$ cat src/design/page_overlay_write_allocate_memory_core_assert.svh
// Assertion macros for the page overlay core.
// Included by the files that check their own logic; needs no package.
`ifndef PAGE_OVERLAY_WRITE_ALLOCATE_MEMORY_CORE_ASSERT_SVH
`define PAGE_OVERLAY_WRITE_ALLOCATE_MEMORY_CORE_ASSERT_SVH
`ifndef SYNTH
// Same-cycle implication, sampled on the rising clock edge, off during reset.
`define POW_ASSERT_NOW(label, clk, rst_n, ante, cons) \
	label: assert property (@(posedge clk) disable iff (!rst_n) (ante) |-> (cons)) \
		else $error("pow: same-cycle check failed");
// Next-cycle implication.
`define POW_ASSERT_NEXT(label, clk, rst_n, ante, cons) \
	label: assert property (@(posedge clk) disable iff (!rst_n) (ante) |=> (cons)) \
		else $error("pow: next-cycle check failed");
`else
`define POW_ASSERT_NOW(label, clk, rst_n, ante, cons)
`define POW_ASSERT_NEXT(label, clk, rst_n, ante, cons)
`endif
`endif

$ cat src/design/pow_pkg.sv
// Shared constants, codes and types of the page overlay core.
// No dependencies; compiled first.
package pow_pkg;

	localparam int SLAB_COUNT = 16;
	localparam int PAGE_BYTES = 16;
	localparam int ADDR_BITS  = 12;

	localparam int OFF_W      = $clog2(PAGE_BYTES);
	localparam int PAGE_W     = ADDR_BITS - OFF_W;
	localparam int SLAB_IW    = (SLAB_COUNT > 1) ? $clog2(SLAB_COUNT) : 1;
	localparam int SLAB_AW    = SLAB_IW + OFF_W;
	localparam int SLAB_DEPTH = SLAB_COUNT * PAGE_BYTES;
	localparam int SPACE_BYTES = 1 << ADDR_BITS;
	localparam int LIMIT_W    = ADDR_BITS + 1;
	localparam int CNT_W      = OFF_W + 1;

	localparam logic [LIMIT_W-1:0] LIMIT_RESET = LIMIT_W'(SPACE_BYTES);

	localparam logic [1:0] ACT_READ  = 2'd0;
	localparam logic [1:0] ACT_WRITE = 2'd1;
	localparam logic [1:0] ACT_LOAD  = 2'd2;
	localparam logic [1:0] ACT_FREE  = 2'd3;

	localparam logic [1:0] STS_OK   = 2'd0;
	localparam logic [1:0] STS_FAIL = 2'd1;
	localparam logic [1:0] STS_FULL = 2'd2;

	typedef struct packed {
		logic [1:0]           action;
		logic [ADDR_BITS-1:0] address;
		logic [7:0]           write_data;
		logic                 last_byte;
	} in_item_t;

	typedef struct packed {
		logic [7:0] read_data;
		logic [1:0] status;
		logic       access_end;
	} out_item_t;

	// Sequencer to slab directory.
	typedef struct packed {
		logic                start;
		logic                clear;
		logic                claim;
		logic [PAGE_W-1:0]   page;
		logic [SLAB_IW-1:0]  slot;
	} dir_req_t;

	// Slab directory to sequencer.
	typedef struct packed {
		logic               done;
		logic               hit;
		logic [SLAB_IW-1:0] hit_slot;
		logic               free;
		logic [SLAB_IW-1:0] free_slot;
	} dir_rsp_t;

endpackage

$ cat src/design/pow_dir.sv
// Slab directory: valid bits, page tags and one shared tag comparator that
// walks the slabs one per cycle. Depends on pow_pkg.
module pow_dir (
	input  logic              clk,
	input  logic              arst_n,
	input  pow_pkg::dir_req_t req,
	output pow_pkg::dir_rsp_t rsp
);
	import pow_pkg::*;

	logic [SLAB_COUNT-1:0] valid_q;
	logic [PAGE_W-1:0]     page_q [SLAB_COUNT];
	logic [PAGE_W-1:0]     key_q;
	logic                  scan_q;
	logic [SLAB_IW-1:0]    idx_q;
	logic                  done_q;
	logic                  hit_q;
	logic                  free_q;
	logic [SLAB_IW-1:0]    hit_slot_q;
	logic [SLAB_IW-1:0]    free_slot_q;

	logic match;
	logic empty;
	logic last;

	assign empty = !valid_q[idx_q];
	assign match = valid_q[idx_q] && (page_q[idx_q] == key_q);
	assign last  = (idx_q == SLAB_IW'(SLAB_COUNT - 1));

	always_ff @(posedge clk or negedge arst_n) begin
		if (!arst_n) begin
			valid_q <= '0;
			scan_q  <= 1'b0;
			idx_q   <= '0;
			done_q  <= 1'b0;
			hit_q   <= 1'b0;
			free_q  <= 1'b0;
		end else begin
			done_q <= 1'b0;
			if (req.clear) begin
				valid_q <= '0;
			end else if (req.claim) begin
				valid_q[req.slot] <= 1'b1;
			end
			if (req.start) begin
				scan_q <= 1'b1;
				idx_q  <= '0;
				hit_q  <= 1'b0;
				free_q <= 1'b0;
			end else if (scan_q) begin
				if (empty && !free_q) begin
					free_q <= 1'b1;
				end
				if (match || last) begin
					// stop at the first holder or after the last slab
					scan_q <= 1'b0;
					done_q <= 1'b1;
					hit_q  <= match;
				end else begin
					idx_q <= idx_q + SLAB_IW'(1);
				end
			end
		end
	end

	always_ff @(posedge clk) begin
		if (req.start) begin
			key_q <= req.page;
		end
		if (req.claim) begin
			page_q[req.slot] <= req.page;
		end
		if (scan_q && match) begin
			hit_slot_q <= idx_q;
		end
		if (scan_q && empty && !free_q) begin
			free_slot_q <= idx_q;
		end
	end

	assign rsp.done      = done_q;
	assign rsp.hit       = hit_q;
	assign rsp.hit_slot  = hit_slot_q;
	assign rsp.free      = free_q;
	assign rsp.free_slot = free_slot_q;

endmodule

$ cat config.mk
export PLATFORM = sky130hd
export DESIGN_NAME = pow_dir
export DESIGN_NICKNAME = d
export VERILOG_FILES = /design/src/design/page_overlay_write_allocate_memory_core_assert.svh /design/src/design/pow_pkg.sv /design/src/design/pow_dir.sv
export SDC_FILE = /design/constraint.sdc
export NUM_CORES = 1
export LEC_CHECK = 0
export ABC_AREA = 0
export BUFFER_PORTS_ARGS = -buffer_cell sky130_fd_sc_hd__buf_2
export CAP_MARGIN = 20
export CORE_MARGIN = 8
export CORE_UTILIZATION = 55
export DETAILED_ROUTE_END_ITERATION = 6
export GPL_TIMING_DRIVEN = 0
export PLACE_DENSITY = 0.75
export SLEW_MARGIN = 25
export SYNTH_ARGS = -nofsm -noshare
export SYNTH_HDL_FRONTEND = slang
export SYNTH_SLANG_ARGS = --single-unit
$ cat constraint.sdc
create_clock -name clk -period 7.9 [get_ports clk]
set_input_delay 0.79 -clock clk [delete_from_list [all_inputs] [get_ports clk]]
set_output_delay 0.79 -clock clk [all_outputs]
set_load 0.02 [all_outputs]
* Word-level counts from Yosys, hierarchy flattened
Memories as Yosys holds them, arrays and structs flattened.
Cells that the tools add are included.
** Word-level totals
- Register bits after elaboration :: 40
- RAM bits :: 128
- Bits of input ports :: 17
- Logic and storage cells :: 57
- Memories :: 1
** Memory list
- page_q :: words 16, bits a word 8, read ports 1, clocked after memory_dff 0, wr ports 1, line pow_dir.sv:12 : logic [PAGE_W-1:0] page_q [SLAB_COUNT];
** Cells by class
- Add/sub/neg operators :: 1
- $lt $le $gt $ge :: 3
- Equal/unequal tests :: 3
- Multiplexer cells :: 23
- Bitwise operators :: 1
- Reductions and logical operators :: 16
** Operators with widths (count)
- $mux W16 :: 2
- $mux W1 :: 16
- $or A16 B16 Y16 :: 1
- $mux W4 :: 3
- $lt A4 B5 Y1 const B :: 2
- $eq A8 B8 Y1 :: 1
- $reduce_bool A2 Y1 :: 4
- $logic_and A1 B1 Y1 :: 6
- $reduce_and A2 Y1 :: 3
- $add A4 B1 Y4 const B :: 1
- $bmux W1 S4 :: 1
- $demux W1 S4 :: 1
- $eq A4 B4 Y1 const B :: 1
- $ge A4 B1 Y1 const B :: 1
- $logic_not A1 Y1 :: 2
- $ne A2 B2 Y1 const B :: 1
- $logic_or A1 B1 Y1 :: 1

* Depth between registers and ports, before layout
Gate-level depths: netlist (run 1).
- Word-level depth :: 7
- Gate-level depth with buffers :: 11
- Depth with buffers taken out :: 8

* Worst setup path before layout (run 1)
OpenSTA, ideal clock, no wires.
- Kind :: reg2reg
- From :: reg idx_q[1]
- To :: reg idx_q[2]
- Library setup time :: 125 ps
- Data arrival time :: 2512 ps
- Data required time :: 7775 ps
- Setup slack :: 5263 ps
- Cell stages (with the launch flop) :: 9
- Cells stage by stage :: dfrtp_1 buf_4 mux4_2 mux4_2 xor2_1 a211oi_2 nand4_2 and3_1 mux2_4
** On the way
- Word-level cells in the longest chain between the ends :: 6
** RTL lines
- start: declaration :: line pow_dir.sv:15 : logic [SLAB_IW-1:0] idx_q;
- start signal: assignment :: line pow_dir.sv:60 : idx_q <= idx_q + SLAB_IW'(1);
- $mem_v2 Z16 W8 / $bmux W1 S4 (equally long branches)
- $eq A8 B8 Y1 / $mux W1 (equally long branches) :: line pow_dir.sv:27 : assign match = valid_q[idx_q] && (page_q[idx_q] == key_q);
- $logic_and A1 B1 Y1 :: line pow_dir.sv:27
- $logic_or A1 B1 Y1 :: line pow_dir.sv:54 : if (match || last) begin
- $ne A2 B2 Y1 (no source line)
- $reduce_and A2 Y1 (no source line)
Several ways; a longest one is shown, not always the timed one. The select of a mux whose other input is x is not followed.
A chain may end at the register's enable or synchronous reset.

* Worst setup path in the final report (run 1)
- From :: reg idx_q[1]
- To :: reg hit_slot_q[2], enable pin
** On the way
- Word-level cells in the longest chain between the ends :: 4
** RTL lines
- $mem_v2 Z16 W8 / $bmux W1 S4 (equally long branches)
- $eq A8 B8 Y1 / $mux W1 (equally long branches) :: line pow_dir.sv:27
- $logic_and A1 B1 Y1 (*) :: line pow_dir.sv:27
- $logic_and A1 B1 Y1 (*) :: line pow_dir.sv:73 : if (scan_q && match) begin
- end signal: assignment :: line pow_dir.sv:74 : hit_slot_q <= idx_q;
- end: declaration :: line pow_dir.sv:19 : logic [SLAB_IW-1:0] hit_slot_q;
Every way passes the cells marked *; elsewhere a longest branch is shown, timed or not. The select of a mux whose other input is x is not followed.

==> impl_metrics.py, run 1 <==
metrics = {
    "outcome": {
        "status": "finished, final reports clean",
    },
    "route": {
        "drc_errors": 0,
        "drtAntennaViolNets": 0,
        "drt_pass1_iterations": 5,
        "wirelength_um": 15000,
        "drtIter0Drc": 446,
        "wl_per_cell_um": 24.7,
        "via_per_inst": 6.24,
        "vias": 3809,
    },
    "worst_setup_path": {
        "crit_fanout": 10,
        "critPathTopFamily": "simple AND/OR/NAND/NOR gates",
        "crit_type": "flop to flop",
        "max_stage_delay_ns": 0.69,
        "critPathCaptureType": "flop",
        "crit_chain": "buf_4, buf_2, nor2b_1, a22oi_1, nand3_1, nand3b_1, o32ai_1, nand4_2, nor2_1",
        "cp.required_ns": 7.99,
        "cp.arrival_ns": 3.56,
        "critPathSlowestCell": "nor2b_1",
        "cp_num_buf_inv": 2,
        "start_kind": "flop",
    },
    "floorplanning": {
        "start_util_pct": 56.4,
        "die_h_um": 127,
        "ios": 28,
        "dieArea_um2": 16100,
        "core.rowCount": 40,
        "die_w_um": 127,
        "core-area_um2": 12000,
    },
    "timing": {
        "fmax_ghz": 0.288,
        "relSlewSlack_pct": 44.1,
        "fin_worst_skew_ns": 0.0123,
        "maxSlewViolCount": 0,
        "holdWs_ns": 0.345,
        "tightest_slew_ns": 0.836,
        "setup-violations-final": 0,
        "final.min_clock_period_ns": 3.47,
        "finalCritPeriodShare_pct": 43.9,
        "setup_ws_ns": 4.43,
        "rsz0062_at_grt": "no",
        "final_hold_viol_count": 0,
        "setup_tns_ns": 0,
    },
    "grt": {
        "grt_overflow_total": 0,
        "grt_max_degree": 25,
        "grt_pass1_vias": 3934,
        "antenna_found_initial": 0,
        "grtUsageTotal_pct": 19.7,
        "grt_pass1_wl_um": 23000,
    },
    "placed_design": {
        "io_buffers": 26,
        "place.gp.congestion": 0.787,
        "pre_cts_slack_ns": 4.48,
        "hpwl_um": 9540,
        "place_area_um2": 7180,
    },
    "final_layout": {
        "fin_area_um2": 7750,
        "drive_gt1_share_pct": 25.1,
        "syn2layout_area_growth_pct": 14.3,
        "fillers": 840,
        "num_antenna_cells": 0,
        "fin_util_pct": 64.5,
        "final_nets": 468,
    },
    "power_and_ir_drop": {
        "p_leak_nw": 2.69,
        "irDropWorstVdd_v": 0.000165,
        "power_density_nw_per_um2": 250,
    },
    "clock_tree": {
        "path_clk_slew_ns": 0.06,
        "post_cts_buffers": 0,
        "clk_latency_ns": 0.43,
        "clk_path_buf_depth": 2,
        "ctsHoldBuffers": 0,
        "htree_levels": 4,
        "cts_buffers": 17,
        "ctsResizeCount": 0,
        "clock_sinks": 168,
        "root_buffer": "clkbuf_16",
        "cts_tree": "built",
    },
    "yosys": {
        "syn_avg_cell_area_um2": 16.9,
        "yosysWarnings": 0,
        "synthCells": 401,
        "synth_area_um2": 6780,
        "syn-num-nets": 419,
        "synth_seq_cells": 168,
        "ys_types": 43,
        "ys_seq_area_share_pct": 72.6,
    },
    "worst_hold_path": {
        "hold_class": "input port to async pin",
    },
    "run": {
        "maxCapViolCount": 0,
    },
}
## flip-flops by register name (all words and copies together), names as in the netlist
register,flops
free_q,1
valid_q,16
scan_q,1
free_slot_q,4
hit_slot_q,4
idx_q,4
hit_q,1
done_q,1
key_q,8
page_q,128
## path summary, 6_finish.rpt
path,startpoint,to,slack [ns],cells past startpoint
min in group clk,valid_q[14]$_DFFE_PN0P_,valid_q[14]$_DFFE_PN0P_,0.50,2
hold reg to reg,valid_q[14]$_DFFE_PN0P_,valid_q[14]$_DFFE_PN0P_,0.50,2
setup reg to reg,idx_q[1]$_DFFE_PN0P_,hit_slot_q[2]$_DFFE_PP_,4.43,9
setup / recovery,idx_q[1]$_DFFE_PN0P_,hit_slot_q[2]$_DFFE_PP_,4.43,9
max in group asynchronous,arst_n,valid_q[9]$_DFFE_PN0P_,7.20,1
hold / removal,arst_n,valid_q[4]$_DFFE_PN0P_,0.34,1
## cells by family (layout without fill, tap and decap cells)
logic type               after synthesis  in the layout  share of synthesized area [%]
AO/OA/AOI/OAI                         34             34                           3.67
XOR/XNOR                               8              8                           1.03
adder cells (fa/ha/maj)                1              1                          0.185
buffers and inverters                 26             88                           2.01
flip-flops                           168            168                           72.6
multiplexers                          65             65                           13.3
AND/OR/NAND/NOR                       99             99                           7.18
## layout make-up
class	count	area (um2)	share of cell area, %
flip-flops and latches	168	4920	63.5
multi-input cells	207	1770	22.8
clock buffers	23	478	6.17
well taps	147	184	2.37
repair buffers	30	168	2.16
plain buffers	20	114	1.47
clock inverters	9	92.6	1.19
inverters	6	22.5	0.291
## power breakdown
part	switching [mW]	internal, mW
logic	0.0904	0.0576
registers	0.00901	0.987
clock network	0.332	0.460
total	0.432	1.50
## cells in the final DEF, fill, tap and decap left out, types with 4 or more instances in the layout
| master | instances |
|---|---|
| edfxtp_1 | 144 |
| mux2i_1 | 42 |
| nor2_1 | 41 |
| buf_2 | 33 |
| dfrtp_1 | 24 |
| mux4_2 | 19 |
| clkbuf_16 | 17 |
| nor2_2 | 12 |
| buf_4 | 10 |
| a22oi_1 | 10 |
| clkbuf_1 | 8 |
| nor2b_1 | 7 |
| inv_1 | 6 |
| xor2_1 | 6 |
| clkinvlp_4 | 6 |
| nand3_1 | 5 |
| nand2_1 | 5 |
| a22o_1 | 5 |
| a21oi_1 | 5 |
| nand3b_1 | 4 |
| nor3_2 | 4 |
| nand2b_1 | 4 |
## metrics by stage
stage,std cells,total power [mW]
floorplan,401,1.11
global placement,574,1.15
detailed placement,578,1.16
CTS,610,1.94
global route,610,1.99
finish,610,1.94
## Yosys cell counts
cell type	count	area (um2)
and2_1	2	12.5
buf_2	7	35.0
xor2_1	6	52.6
nand4_1	3	18.8
a22o_1	5	43.8
clkbuf_1	5	18.8
mux4_2	19	428
a31oi_1	2	12.5
mux2i_1	42	420
mux2_2	1	11.3
mux2_4	2	30.0
or2_1	1	6.26
or3b_2	1	8.76
and3_1	2	12.5
a221oi_1	3	26.3
and4_1	1	8.76
o21ai_0	3	15.0
a211oi_1	2	15.0
mux2_1	1	11.3
nand3b_1	4	30.0
or4_1	1	7.51
nand2b_1	4	25.0
buf_4	8	60.1
nand2_1	5	18.8
inv_1	6	22.5
xnor2_1	2	17.5
nand4_2	1	12.5
nor2b_1	7	43.8
and3_4	1	11.3
a21oi_1	5	25.0
o32ai_1	1	8.76
o211ai_1	1	7.51
nor2_1	53	199
or3_1	2	12.5
nand3_1	5	25.0
ha_1	1	12.5
a22oi_1	10	75.1
edfxtp_1	144	4320
o31ai_1	1	7.51
nor3_1	5	25.0
a211oi_2	1	12.5
dfrtp_1	24	601
nand4b_1	1	8.76
## layer usage
metal / up-vias / track usage [%] / wire, um / part of all wire (%)
li1: 1657 / - / - / -
met1: 1947 / 24.0 / 6080 / 40
met2: 177 / 32.2 / 7600 / 50
met3: 28 / 5.78 / 1050 / 7.0
met4: 0 / 8.40 / 323 / 2.1
met5: - / 0 / 0 / 0
(Power assumes the default switching activity.)
==> run 2: changes to the inputs <==
--- a/config.mk
+++ b/config.mk
@@ -5,14 +5,14 @@
 export SDC_FILE = /design/constraint.sdc
 export NUM_CORES = 1
 export LEC_CHECK = 0
-export ABC_AREA = 0
+export ABC_AREA = 1
 export BUFFER_PORTS_ARGS = -buffer_cell sky130_fd_sc_hd__buf_2
 export CAP_MARGIN = 20
 export CORE_MARGIN = 8
 export CORE_UTILIZATION = 55
 export DETAILED_ROUTE_END_ITERATION = 6
 export GPL_TIMING_DRIVEN = 0
-export PLACE_DENSITY = 0.75
+export PLACE_DENSITY = 0.78
 export SLEW_MARGIN = 25
 export SYNTH_ARGS = -nofsm -noshare
 export SYNTH_HDL_FRONTEND = slang
==> constraint.sdc (replaced) <==
create_clock -name clk -period 3.12 [get_ports clk]
set_input_delay 0.312 -clock clk [delete_from_list [all_inputs] [get_ports clk]]
set_output_delay 0.312 -clock clk [all_outputs]
set_load 0.02 [all_outputs]
==> impl_metrics.py, run 2 <==
metrics = {
    "worst_hold_path": {
        "hold_class": "input port to flop",
        "min_from": "req[13]",
        "holdPathStages": 2,
    },
    "worst_setup_path": {
        "crit_start": "idx_q[1]$_DFFE_PN0P_",
        "crit_type": "flop to flop",
        "cp.required_ns": 3.23,
        "start_kind": "flop",
        "rr_worst_depth": 11,
        "r2r_start": "idx_q[1]$_DFFE_PN0P_",
        "cp.arrival_ns": 2.86,
        "critPathCaptureType": "flop",
        "crit_fanout": 10,
    },
    "timing": {
        "final.min_clock_period_ns": 2.75,
        "relSlewSlack_pct": 27.2,
        "final_hold_viol_count": 0,
        "maxSlewViolCount": 0,
        "finalCritPeriodShare_pct": 88.1,
        "setup-violations-final": 0,
        "fin_worst_skew_ns": 0.0139,
        "fmax_ghz": 0.364,
        "rsz0062_at_grt": "no",
        "tightest_slew_ns": 1.09,
        "setup_tns_ns": 0,
    },
    "power_and_ir_drop": {
        "p_leak_nw": 3.37,
        "irDropWorstVdd_v": 0.000420,
        "power_density_nw_per_um2": 625,
    },
    "yosys": {
        "syn_avg_cell_area_um2": 10.6,
        "synth-adder-area-share_pct": 0.174,
        "synth_edf_count": 144,
        "synth-simple-area-share_pct": 20.2,
        "muxShareOfSynthArea_pct": 0,
        "ys_types": 28,
        "yosysMostFrequentCell": "nand2_1",
        "synth_top_family_by_area": "simple AND/OR/NAND/NOR gates",
        "synthFlopType": "edfxtp_1",
        "synthCells": 677,
        "synth_area_um2": 7170,
        "syn-num-nets": 695,
        "synth_compound_area_share_pct": 3.98,
        "ys_seq_area_share_pct": 68.7,
        "yosysTopAreaCellShare_pct": 60.3,
        "yosys-top-cells-area": "edfxtp_1, nand2_1, dfrtp_1",
        "yosysWarnings": 0,
        "synth-xor-area-share_pct": 0.122,
        "yosys-top-cells-count": "nand2_1, edfxtp_1, nor2_1",
        "synth_seq_cells": 168,
        "post-synth-top-area-cell": "edfxtp_1",
        "async_flop_share_pct": 14.3,
    },
    "clock_tree": {
        "post_cts_buffers": 0,
        "clk_path_buf_depth": 2,
        "clk_latency_ns": 0.43,
        "cts_tree": "built",
        "htree_levels": 4,
        "path_clk_slew_ns": 0.06,
        "clock_sinks": 168,
        "cts_buffers": 17,
        "root_buffer": "clkbuf_16",
    },
    "grt": {
        "grt_max_degree": 25,
        "busiest_layer": "met2",
        "grt_overflow_total": 0,
        "grtUsageTotal_pct": 22.1,
        "met1_usage_pct": 27.1,
        "grt_pass1_wl_um": 26900,
        "antenna_found_initial": 0,
        "use_met2_pct": 34.6,
        "use_met3_pct": 6.41,
        "grt_pass1_vias": 5019,
    },
    "placed_design": {
        "place_area_um2": 7540,
        "io_buffers": 26,
        "hpwl_um": 11300,
        "place.gp.congestion": 0.862,
        "dp_cells": 875,
    },
    "floorplanning": {
        "core.rowCount": 41,
        "core-area_um2": 12700,
        "die_h_um": 130,
        "die_w_um": 130,
        "start_util_pct": 56.6,
        "ios": 28,
        "dieArea_um2": 16900,
    },
    "final_layout": {
        "syn2layout_area_growth_pct": 13.6,
        "largest-register": "page_q",
        "register_area_um2": 4920,
        "fin_area_um2": 8140,
        "layout_common_cells": "nand2_1, edfxtp_1, nand3_1",
        "reg.largest.list": "page_q (128), valid_q (16), key_q (8)",
        "largest_reg_flops": 128,
        "multi_input_area_um2": 1790,
        "fillers": 971,
        "drive_gt1_share_pct": 13.5,
        "final_common_cell": "nand2_1",
        "final_nets": 741,
        "num_antenna_cells": 0,
        "stdcell_count": 907,
    },
    "route": {
        "wl_per_cell_um": 19.5,
        "drt_pass1_iterations": 6,
        "vias": 5146,
        "drc_errors": 0,
        "wirelength_um": 17700,
        "drtAntennaViolNets": 0,
        "drtIter0Drc": 682,
        "via_per_inst": 5.67,
    },
    "run": {
        "maxCapViolCount": 0,
    },
    "outcome": {
        "status": "finished, final reports clean",
    },
}
-- run 2: cells by family (layout without fill, tap and decap cells) --
family	after synthesis	count (layout)
and+or+nand+nor	348	348
xor gates and xnor gates	1	1
adders and majority gates	1	1
buffers and inverters	111	169
AOI/OAI and AO/OA	48	48
DFF	168	168
-- run 2: worst paths after layout --
path	end	slack [ns]
hold / removal	valid_q[1]$_DFFE_PN0P_	0.20
min in group asynchronous	valid_q[2]$_DFFE_PN0P_	0.41
setup / recovery	hit_slot_q[3]$_DFFE_PP_	0.37
hold reg to reg	hit_q$_DFFE_PN0P_	0.50
max in group asynchronous	hit_q$_DFFE_PN0P_	2.33
setup reg to reg	hit_slot_q[3]$_DFFE_PP_	0.37
-- run 2: cell type report --
type,instances,area share (%)
sequential,168,60.5
multi-input combinational,398,22.0
clock buffer,17,5.22
inverter,79,3.64
tap,172,2.64
buffer,32,2.37
clock inverter,14,1.95
timing repair buffer,27,1.72
-- run 2: stage by stage --
stage | hold slack [ns] | util (%) | worst slack, ns | total power [mW]
final | 0.198 | 64.3 | 0.370 | 5.09
after global routing | 0.203 | 64.3 | 0.253 | 5.23
after CTS | 0.186 | 64.2 | 0.398 | 5.09
after detailed placement | 0.325 | 59.5 | 0.405 | 3.06
after global placement | 0.314 | 59.3 | 0.427 | 3.04
after floorplan | 0.0164 | - | 1.09 | 2.88
-- run 2: what timing repair did --
action	4_1_cts	5_1_grt
resized for setup	0	0
hold endpoints to repair	24	0
hold buffers	1	0
-- run 2: report_power, final --
| group | total, mW | switching, mW | internal [mW] |
|---|---|---|---|
| Sequential | 2.53 | 0.0245 | 2.50 |
| Combinational | 0.498 | 0.351 | 0.147 |
| Clock | 2.07 | 0.823 | 1.24 |
-- run 2: per-layer routing --
metal | part of all wire (%) | wire, um | vias to the layer above
met3 | 12 | 2210 | 57
met4 | 3.5 | 624 | 0
met1 | 37 | 6540 | 2422
met2 | 47 | 8330 | 328
met5 | 0 | 0 | -
li1 | - | - | 2339
-- run 2: critical path, cell delays in order, from the launching register on --
cell,delay [ns]
dfrtp_1,0.46
clkbuf_1,0.66
nand3_1,0.19
nand3_1,0.13
nand3_1,0.13
nand3_1,0.13
nand2_1,0.06
inv_1,0.05
nand2_1,0.06
nor2_1,0.14
nand3_2,0.17
nor2_2,0.25
